--- config.mk ---
export PLATFORM = sky130hd
export DESIGN_NAME = serial_loaded_bank_mapper_top
export DESIGN_NICKNAME = d
export VERILOG_FILES = /design/src/slbm_pkg.sv /design/src/serial_loaded_bank_mapper_top.sv
export SDC_FILE = /design/constraint.sdc
export NUM_CORES = 1
export LEC_CHECK = 0
export BUFFER_PORTS_ARGS = -buffer_cell sky130_fd_sc_hd__clkbuf_2
export CORE_MARGIN = 5
export CORE_UTILIZATION = 55
export CTS_CLUSTER_DIAMETER = 40
export DETAILED_ROUTE_END_ITERATION = 10
export PLACE_DENSITY = 0.8
export SKIP_LAST_GASP = 1
export SYNTH_ARGS = -nofsm -noshare
export SYNTH_HDL_FRONTEND = slang
export SYNTH_SLANG_ARGS = --single-unit
--- constraint.sdc ---
create_clock -name i_clk -period 2.1 [get_ports i_clk]
set_input_delay 0.105 -clock i_clk [delete_from_list [all_inputs] [get_ports i_clk]]
set_output_delay 0.105 -clock i_clk [all_outputs]
set_load 0.05 [all_outputs]
--- src/slbm_pkg.sv ---
`default_nettype none

package slbm_pkg;

    typedef enum logic [1:0] {
        OP_CPU_RD = 2'd0,
        OP_CPU_WR = 2'd1,
        OP_PPU_RD = 2'd2,
        OP_PPU_WR = 2'd3
    } t_op;

    typedef enum logic {
        CFG_PRG_COUNT = 1'b0,
        CFG_CHR_COUNT = 1'b1
    } t_cfg_index;

    typedef struct packed {
        t_op         op;
        logic [15:0] addr;
        logic [7:0]  data;
    } t_in;

    typedef struct packed {
        logic        hit;
        logic        ram_select;
        logic [12:0] ram_offset;
        logic [17:0] rom_addr;
        logic [1:0]  mirror_mode;
    } t_out;

    localparam logic [4:0] CONTROL_RESET   = 5'h1C;
    localparam logic [4:0] PRG_COUNT_RESET = 5'd2;
    localparam logic [5:0] CHR_COUNT_RESET = 6'd0;

    // load targets, from address bits 14:13
    localparam logic [1:0] TGT_CONTROL  = 2'd0;
    localparam logic [1:0] TGT_CHR_LOW  = 2'd1;
    localparam logic [1:0] TGT_CHR_HIGH = 2'd2;
    localparam logic [1:0] TGT_PRG      = 2'd3;

    // PRG modes, control bits 3:2
    localparam logic [1:0] PRG_MODE_FIX_FIRST = 2'd2;
    localparam logic [1:0] PRG_MODE_FIX_LAST  = 2'd3;

    localparam logic [2:0] SHIFT_LAST = 3'd4;

endpackage

`default_nettype wire

--- src/serial_loaded_bank_mapper_top.sv ---
// An accepted item's result is registered and shows in the output register in the next cycle.
// Throughput: one item per cycle; input stalls only while a result is held back.
// Each access is decoded in the accepting cycle; its bank state update is lost if a config write comes then.
// Reset (i_rst_n low, synchronous): bank state to power-up values, output empty.
// Configuration writes are registered and win over an access's bank update; the config port is always ready.
`default_nettype none

module serial_loaded_bank_mapper_top (
    input  wire                     i_clk,
    input  wire                     i_rst_n,
    input  wire                     i_in_valid,
    output logic                    o_in_ready,
    input  wire slbm_pkg::t_in      i_in,
    output logic                    o_out_valid,
    input  wire                     i_out_ready,
    output slbm_pkg::t_out          o_out,
    input  wire                     i_cfg_valid,
    output logic                    o_cfg_ready,
    input  wire slbm_pkg::t_cfg_index i_cfg_index,
    input  wire [5:0]               i_cfg_data
);

    logic [4:0] r_prg_count;
    logic [5:0] r_chr_count;
    logic [4:0] r_shift;
    logic [2:0] r_count;
    logic [4:0] r_control;
    logic [4:0] r_chr_low;
    logic [4:0] r_chr_high;
    logic [3:0] r_prg_low;
    logic [3:0] r_prg_high;
    logic [2:0] r_prg_wide;
    logic       r_out_valid;
    slbm_pkg::t_out r_out;

    logic [4:0] n_shift;
    logic [2:0] n_count;
    logic [4:0] n_control;
    logic [4:0] n_chr_low;
    logic [4:0] n_chr_high;
    logic [3:0] n_prg_low;
    logic [3:0] n_prg_high;
    logic [2:0] n_prg_wide;
    slbm_pkg::t_out n_out;

    logic       accept;
    logic       cpu_side;
    logic       in_ram;
    logic       in_rom;
    logic [4:0] shifted;
    logic [4:0] last_full;
    logic [3:0] prg_bank;
    logic [17:0] prg_addr;
    logic [17:0] chr_addr;

    assign o_in_ready  = !r_out_valid || i_out_ready;
    assign accept      = i_in_valid && o_in_ready;
    assign o_out_valid = r_out_valid;
    assign o_out       = r_out;
    assign o_cfg_ready = 1'b1;

    assign last_full = r_prg_count - 5'd1;
    assign shifted   = {i_in.data[0], r_shift[4:1]};
    assign cpu_side  = (i_in.op == slbm_pkg::OP_CPU_RD) || (i_in.op == slbm_pkg::OP_CPU_WR);
    assign in_ram    = (i_in.addr[15:13] == 3'b011);
    assign in_rom    = i_in.addr[15];

    // PRG translation: 16K banks in mode bit 3, else one 32K bank
    assign prg_bank = i_in.addr[14] ? r_prg_high : r_prg_low;
    always_comb begin
        if (r_control[3]) begin
            prg_addr = {prg_bank, i_in.addr[13:0]};
        end else begin
            prg_addr = {r_prg_wide, i_in.addr[14:0]};
        end
    end

    // CHR translation; no ROM banks means RAM, address passes through
    always_comb begin
        if (r_chr_count == 6'd0) begin
            chr_addr = {2'b00, i_in.addr};
        end else if (r_control[4]) begin
            chr_addr = {1'b0, (i_in.addr[12] ? r_chr_high : r_chr_low), i_in.addr[11:0]};
        end else begin
            // 8K mode adds the full 13-bit offset onto a 4K-aligned base
            chr_addr = {1'b0, r_chr_low, 12'd0} + {5'd0, i_in.addr[12:0]};
        end
    end

    always_comb begin
        n_shift    = r_shift;
        n_count    = r_count;
        n_control  = r_control;
        n_chr_low  = r_chr_low;
        n_chr_high = r_chr_high;
        n_prg_low  = r_prg_low;
        n_prg_high = r_prg_high;
        n_prg_wide = r_prg_wide;

        n_out             = '0;
        if (cpu_side) begin
            if (in_ram) begin
                n_out.hit        = 1'b1;
                n_out.ram_select = 1'b1;
                n_out.ram_offset = i_in.addr[12:0];
            end else if (in_rom) begin
                if (i_in.op == slbm_pkg::OP_CPU_RD) begin
                    n_out.hit      = 1'b1;
                    n_out.rom_addr = prg_addr;
                end else if (i_in.data[7]) begin
                    n_shift   = 5'd0;
                    n_count   = 3'd0;
                    n_control = r_control | 5'h0C;
                end else if (r_count == slbm_pkg::SHIFT_LAST) begin
                    n_shift = 5'd0;
                    n_count = 3'd0;
                    case (i_in.addr[14:13])
                        slbm_pkg::TGT_CONTROL: begin
                            n_control = shifted;
                        end
                        slbm_pkg::TGT_CHR_LOW: begin
                            n_chr_low = r_control[4] ? shifted : {shifted[4:1], 1'b0};
                        end
                        slbm_pkg::TGT_CHR_HIGH: begin
                            if (r_control[4]) begin
                                n_chr_high = shifted;
                            end
                        end
                        default: begin
                            case (r_control[3:2])
                                slbm_pkg::PRG_MODE_FIX_FIRST: begin
                                    n_prg_low  = 4'd0;
                                    n_prg_high = shifted[3:0];
                                end
                                slbm_pkg::PRG_MODE_FIX_LAST: begin
                                    n_prg_low  = shifted[3:0];
                                    n_prg_high = last_full[3:0];
                                end
                                default: begin
                                    n_prg_wide = shifted[3:1];
                                end
                            endcase
                        end
                    endcase
                end else begin
                    n_shift = shifted;
                    n_count = r_count + 3'd1;
                end
            end
        end else if (i_in.addr[15:13] == 3'b000) begin
            n_out.hit = 1'b1;
            if (i_in.op == slbm_pkg::OP_PPU_RD) begin
                n_out.rom_addr = chr_addr;
            end else if (r_chr_count == 6'd0) begin
                n_out.rom_addr = {2'b00, i_in.addr};
            end
        end
        n_out.mirror_mode = n_control[1:0];
    end

    always_ff @(posedge i_clk) begin
        if (!i_rst_n) begin
            r_prg_count <= slbm_pkg::PRG_COUNT_RESET;
            r_chr_count <= slbm_pkg::CHR_COUNT_RESET;
            r_shift     <= 5'd0;
            r_count     <= 3'd0;
            r_control   <= slbm_pkg::CONTROL_RESET;
            r_chr_low   <= 5'd0;
            r_chr_high  <= 5'd0;
            r_prg_low   <= 4'd0;
            r_prg_high  <= 4'(slbm_pkg::PRG_COUNT_RESET - 5'd1);
            r_prg_wide  <= 3'd0;
            r_out_valid <= 1'b0;
        end else begin
            if (i_cfg_valid) begin
                unique case (i_cfg_index)
                    slbm_pkg::CFG_PRG_COUNT: begin
                        r_prg_count <= i_cfg_data[4:0];
                        r_prg_high  <= 4'(i_cfg_data[4:0] - 5'd1);
                    end
                    slbm_pkg::CFG_CHR_COUNT: begin
                        r_chr_count <= i_cfg_data;
                    end
                    default: begin
                    end
                endcase
            end else if (accept) begin
                r_shift    <= n_shift;
                r_count    <= n_count;
                r_control  <= n_control;
                r_chr_low  <= n_chr_low;
                r_chr_high <= n_chr_high;
                r_prg_low  <= n_prg_low;
                r_prg_high <= n_prg_high;
                r_prg_wide <= n_prg_wide;
            end
            if (o_in_ready) begin
                r_out_valid <= accept;
            end
        end
    end

    always_ff @(posedge i_clk) begin
        if (accept) begin
            r_out <= n_out;
        end
    end

endmodule

`default_nettype wire

[Yosys cells after proc, flatten, opt, wreduce, memory -nomap -nowiden]
Index checks and enable logic that the tools add are counted.
Operators by class
  reduce and logical (&&, ||, !) cells: 30
  equal/unequal tests: 13
  add/subtract/negate cells: 4
  bitwise logic cells: 7
  multiplexer cells: 42
Operators with widths (number)
  18-bit 2-to-1 mux: 9
  4-bit 2-to-1 mux: 14
  10-bit AND reduction: 4
  17-bit by 13-bit adder with 18-bit output: 1
  9-bit AND reduction: 2
  16-bit 2-to-1 mux: 1
  4-bit one-hot mux with 2 select lines: 2
  5-bit 2-to-1 mux: 3
  14-bit 2-to-1 mux: 1
  2-bit nonzero test: 7
  2-bit == test (second input constant): 4
  2-bit 2-to-1 mux: 4
  2-bit AND reduction: 4
  8-bit AND reduction: 1
  4-bit by 1-bit subtractor with 4-bit output (second input constant): 2
  1-bit NOT: 7
  6-bit logical NOT: 1
  1-bit 2-to-1 mux: 6
  3-bit 2-to-1 mux: 2
  2-bit != test (second input constant): 3
  6-bit AND reduction: 1
  2-bit by 1-bit == test with 1-bit output (second input constant): 2
  2-bit logical NOT: 2
  2-bit by 1-bit != test with 1-bit output (second input constant): 2
  10 further kinds: 11
Word-level totals
  register bits after elaboration: 80
  word-level logic and storage cells: 114
  input port bits: 38

[Longest topological paths before layout]
  depth in word-level cells: 11
  gate-level depth with buffers: 7
  depth with buffers taken out: 6

[Worst setup path after synthesis]
Ideal clock, no wire load.
  kind: register -> register
  from: register r_out_valid (netlist: o_out_valid)
  to: register r_out, in the netlist o_out[0], enable pin
  arrival time: 2.182 ns
  required time: 1.705 ns
  clock period less this slack: 2.578 ns
  stages on the path, launching flop included: 5
  buffers on the path: 1
  setup slack: -0.478 ns
  cells stage by stage: dfxtp_1 nor2b_1 clkbuf_1 inv_1 and2_1
Between the ends
  cells in the longest elaborated chain, start to end: 3
Ends and longest elaborated chain
  start, declared: line serial_loaded_bank_mapper_top.sv:33  | logic r_out_valid;
  start signal, assigned: line serial_loaded_bank_mapper_top.sv:198  | r_out_valid <= accept;
  1-bit logical NOT: line serial_loaded_bank_mapper_top.sv:56  | assign o_in_ready = !r_out_valid || i_out_ready;
  1-bit logical OR: line serial_loaded_bank_mapper_top.sv:56
  named net o_in_ready: line serial_loaded_bank_mapper_top.sv:12  | output logic o_in_ready,
  1-bit logical AND: line serial_loaded_bank_mapper_top.sv:57  | assign accept = i_in_valid && o_in_ready;
  named net accept: line serial_loaded_bank_mapper_top.sv:46  | logic accept;
  end signal, assigned: line serial_loaded_bank_mapper_top.sv:205  | r_out <= n_out;
  end, declared: line serial_loaded_bank_mapper_top.sv:34  | slbm_pkg::t_out r_out;
The timed path passes the listed nets, and every way through them passes these cells.
A chain may end at the register's enable or synchronous reset.

[Final worst setup path]
  from: register r_count[0]
  to: register r_prg_high[0]
Between the ends
  cells in the longest elaborated chain, start to end: 3
Ends and longest elaborated chain
  start, declared: line serial_loaded_bank_mapper_top.sv:26  | logic [2:0] r_count;
  start signal, assigned: line serial_loaded_bank_mapper_top.sv:189  | r_count <= n_count;
  3-bit == test: line serial_loaded_bank_mapper_top.sv:114  | end else if (r_count == slbm_pkg::SHIFT_LAST) begin
  2-bit nonzero test (no line)
  10-bit AND reduction (no line)
  end signal, assigned: line serial_loaded_bank_mapper_top.sv:171  | r_prg_high <= 4'(slbm_pkg::PRG_COUNT_RESET - 5'd1);
  end signal, assigned: line serial_loaded_bank_mapper_top.sv:179  | r_prg_high <= 4'(i_cfg_data[4:0] - 5'd1);
  end signal, assigned: line serial_loaded_bank_mapper_top.sv:194  | r_prg_high <= n_prg_high;
  end, declared: line serial_loaded_bank_mapper_top.sv:31  | logic [3:0] r_prg_high;
Every way passes these cells.

==> metrics.md <==
| Metric | Value |
|---|---|
| Clock sink total | `79` |
| Final Util | `0.659` |
| Largest net degree at the start of global routing | `38` |
| Initial drt markers | `203` |
| DIE WIDTH | `93.1 um` |
| Crit path cell chain | `inv_1 > ha_1 > nand3b_1 > buf_4 > nor4_2 > buf_12 > a31oi_1 > o311ai_0` |
| Crit. End Element | `flop` |
| Number of global-route vias before repair | `3064` |
| DRT Pass-1 Iters | `4` |
| Crit Path Max Fanout | `18` |
| Layout cells sized above 1 | `0.232` |
| Top post-synthesis cells by area | `edfxtp_1 28%, dfxtp_1 23%, a21oi_1 6.6%` |
| Fin. max-slew vios | `0` |
| Die Area | `8660 um2` |
| Pin slew with the least headroom to its limit | `0.630 ns` |
| Initial antenna violation count | `0` |
| Tightest Hold Check Type | `primary input to flop` |
| Grt ovf | `0` |
| Critical path's slowest cell | `nor4_2` |
| Clock Latency Late Sink | `0.34 ns` |
| Vias | `3143` |
| Core area | `6760 um2` |
| Int Power | `2.58 mW` |
| Starting Density | `0.561` |
| P_sw | `0.902 mW` |
| Dominant cell type by area after synthesis | `edfxtp_1` |
| Proportion of power drawn by the clock network | `0.388` |
| Ant diodes | `0` |
| Sw Ratio | `0.259` |
| Crit path arrival time | `2.21 ns` |
| TritonCTS clock tree | `built` |
| Post-synth EDFFs | `35` |
| Most frequent cells after synthesis | `50 x a21oi_1, 44 x dfxtp_1, 35 x edfxtp_1` |
| RSZ-0062 raised after global routing | `no` |
| P&R area growth vs syn | `17.4%` |
| Register area share after synthesis | `0.509` |
| Slew HR | `0.579` |
| Fmax | `0.507 GHz` |
| CP max stage delay | `0.35 ns` |
| Main flop type after synthesis | `dfxtp_1` |
| DRC Markers | `0` |
| Synthesized area | `3790 um2` |
| Yosys top cell area share | `0.277` |
| Final ANT Viol Nets | `0` |
| YS warnings | `0` |
| Synth unique cells | `58` |
| PD cells | `782 nW/um2` |
| CP startpoint kind | `flop` |
| Fin crit period | `1.97 ns` |
| Final hold viol count | `0` |
| Flop pwr share | `0.485` |
| Top-level I/O count | `76` |
| Routed WL | `8.44 mm` |
| Leakage | `1.74 nW` |
| Rows | `30` |
| GPL Wtd Cong | `0.881` |
| Max_cap viols | `0` |
| Final #Nets | `500` |
| Total CTS buffers | `9` |
| Synthesized flop and latch total | `79` |
| Routed length per instance | `15.6 um` |
| Async S/R FF share, synth | `0` |
| Syn nets | `441` |
| Final Skew | `0.00668 ns` |
| Worst-path clk slew | `0.08 ns` |
| Status | `finished, final reports clean` |
| Setup Viol. Count Final | `0` |
| Setup CP Type | `flop to flop` |
| All-Layer GR Usage | `0.202` |
| IO buf count | `68` |
| Tcrit/Tclk final | `0.939` |
| Peak VDD IR | `0.457 mV` |
| Clock Root Buffer | `clkbuf_8` |
| Cell count after synthesis | `397` |
| Worst-case clock buffer depth | `2` |
| Height of the die | `93.1 um` |
| DPL Wire Length | `6.03 mm` |
| Logic pwr share | `0.127` |
| Setup_tns | `0 ns` |
| Overall Power | `3.48 mW` |
| Filler Cell Count | `570` |
| Vias/cell | `5.81` |
| First-pass GRT wire length | `14.0 mm` |
| Critical Path RT | `2.34 ns` |
| Syn Area/Cell | `9.56 um2` |
| Most common cell in the synthesized netlist | `a21oi_1` |
| H-Tree Level Count | `3` |
## cell families (layout without fill, tap and decap cells)
family / count (synthesis) / after routing / synth area share
AO/OA/AOI/OAI: 110 / 110 / 0.175
XOR/XNOR: 5 / 5 / 0.0115
adder cells (fa/ha/maj): 6 / 6 / 0.0198
buffers and inverters: 44 / 108 / 0.0491
flip-flops: 79 / 79 / 0.509
multiplexers: 9 / 9 / 0.0247
other: 1 / 1 / 0.000988
AND/OR/NAND/NOR: 143 / 143 / 0.209
## worst paths after layout
path,start,endpoint,slack (ns),depth (start not counted)
max,r_count[0]$_SDFFE_PN0P_,r_prg_high[0]$_SDFFE_PN1P_,0.13,8
min,i_cfg_data[5],r_chr_count[5]$_SDFFE_PN0N_,0.01,3
max reg2reg,r_count[0]$_SDFFE_PN0P_,r_prg_high[0]$_SDFFE_PN1P_,0.13,8
min reg2reg,r_chr_count[2]$_SDFFE_PN0N_,r_chr_count[2]$_SDFFE_PN0N_,0.45,2
## worst max-delay path: cells and delay by family (launching register included)
kind,cells,cell delay [ns]
adder cells (fa/ha/maj),1,0.21
buffers and inverters,3,0.43
flip-flops,1,0.33
AND/OR/NAND/NOR,2,0.47
AO/OA/AOI/OAI,2,0.41
## cells in the final DEF, fill, tap and decap left out, drive strengths merged, types with 5 or more instances in the layout
cell     n
a21oi   50
a311oi   6
and2    15
buf     11
clkbuf  77
dfxtp   44
edfxtp  35
ha       6
inv     14
mux2i    6
nand2   30
nand2b   5
nand3   27
nand4    5
nor2    14
nor2b   18
nor3     5
nor4     6
o21ai   23
o31ai    6
or4      6
## flip-flops by register name, summed over array words and instances, names as in the netlist
name and cells:
o_out 35, o_out_valid 1, r_chr_count 6, r_chr_high 5, r_chr_low 5, r_control 5, r_count 3, r_prg_count 4
r_prg_high 4, r_prg_low 4, r_prg_wide 3, r_shift 4
## area by class of cell
cell class / instances / area (um2) / share of cell area
flip-flops and latches: 79 / 1930 / 0.434
multi-input cells: 274 / 1690 / 0.379
repair buffers: 80 / 445 / 0.100
clock buffers: 9 / 124 / 0.0278
clock inverters: 7 / 119 / 0.0267
well taps: 80 / 100 / 0.0225
inverters: 12 / 45.0 / 0.0101
## timing repair
item                                   4_1_cts  5_1_grt
buffers inserted                             0        0
gates resized for setup                      0        2
setup endpoints to repair                    0       17
endpoints found under the hold margin        1        0
hold buffers                                 1        0
## metal layers
layer	share of wire	track usage
met2	0.48	0.340
met4	0.023	0.0818
met1	0.42	0.248
met3	0.071	0.0499
met5	0	0
## metrics by stage
step                      std cells  hold WS (ns)  worst slack, ns  area, um2
after floorplan                 397         0.226           0.0312       3800
after global placement          524         0.353            0.119       4190
after detailed placement        524         0.360           0.0924       4190
after CTS                       541       0.00257           0.0696       4440
after global routing            541        0.0278          0.00935       4450
final                           541        0.0127            0.128       4450
## power groups by stage
| stage | logic (mW) | clock network [mW] | registers, mW |
|---|---|---|---|
| 4_1_cts | 0.443 | 1.38 | 1.69 |
| 5_1_grt | 0.475 | 1.46 | 1.69 |
| 3_5_place_dp | 0.440 | 0 | 1.72 |
| 2_1_floorplan | 0.172 | 0 | 1.87 |
| 3_3_place_gp | 0.433 | 0 | 1.72 |
| 6_report | 0.443 | 1.35 | 1.69 |
No activity file was read; power rests on OpenSTA's default activity.
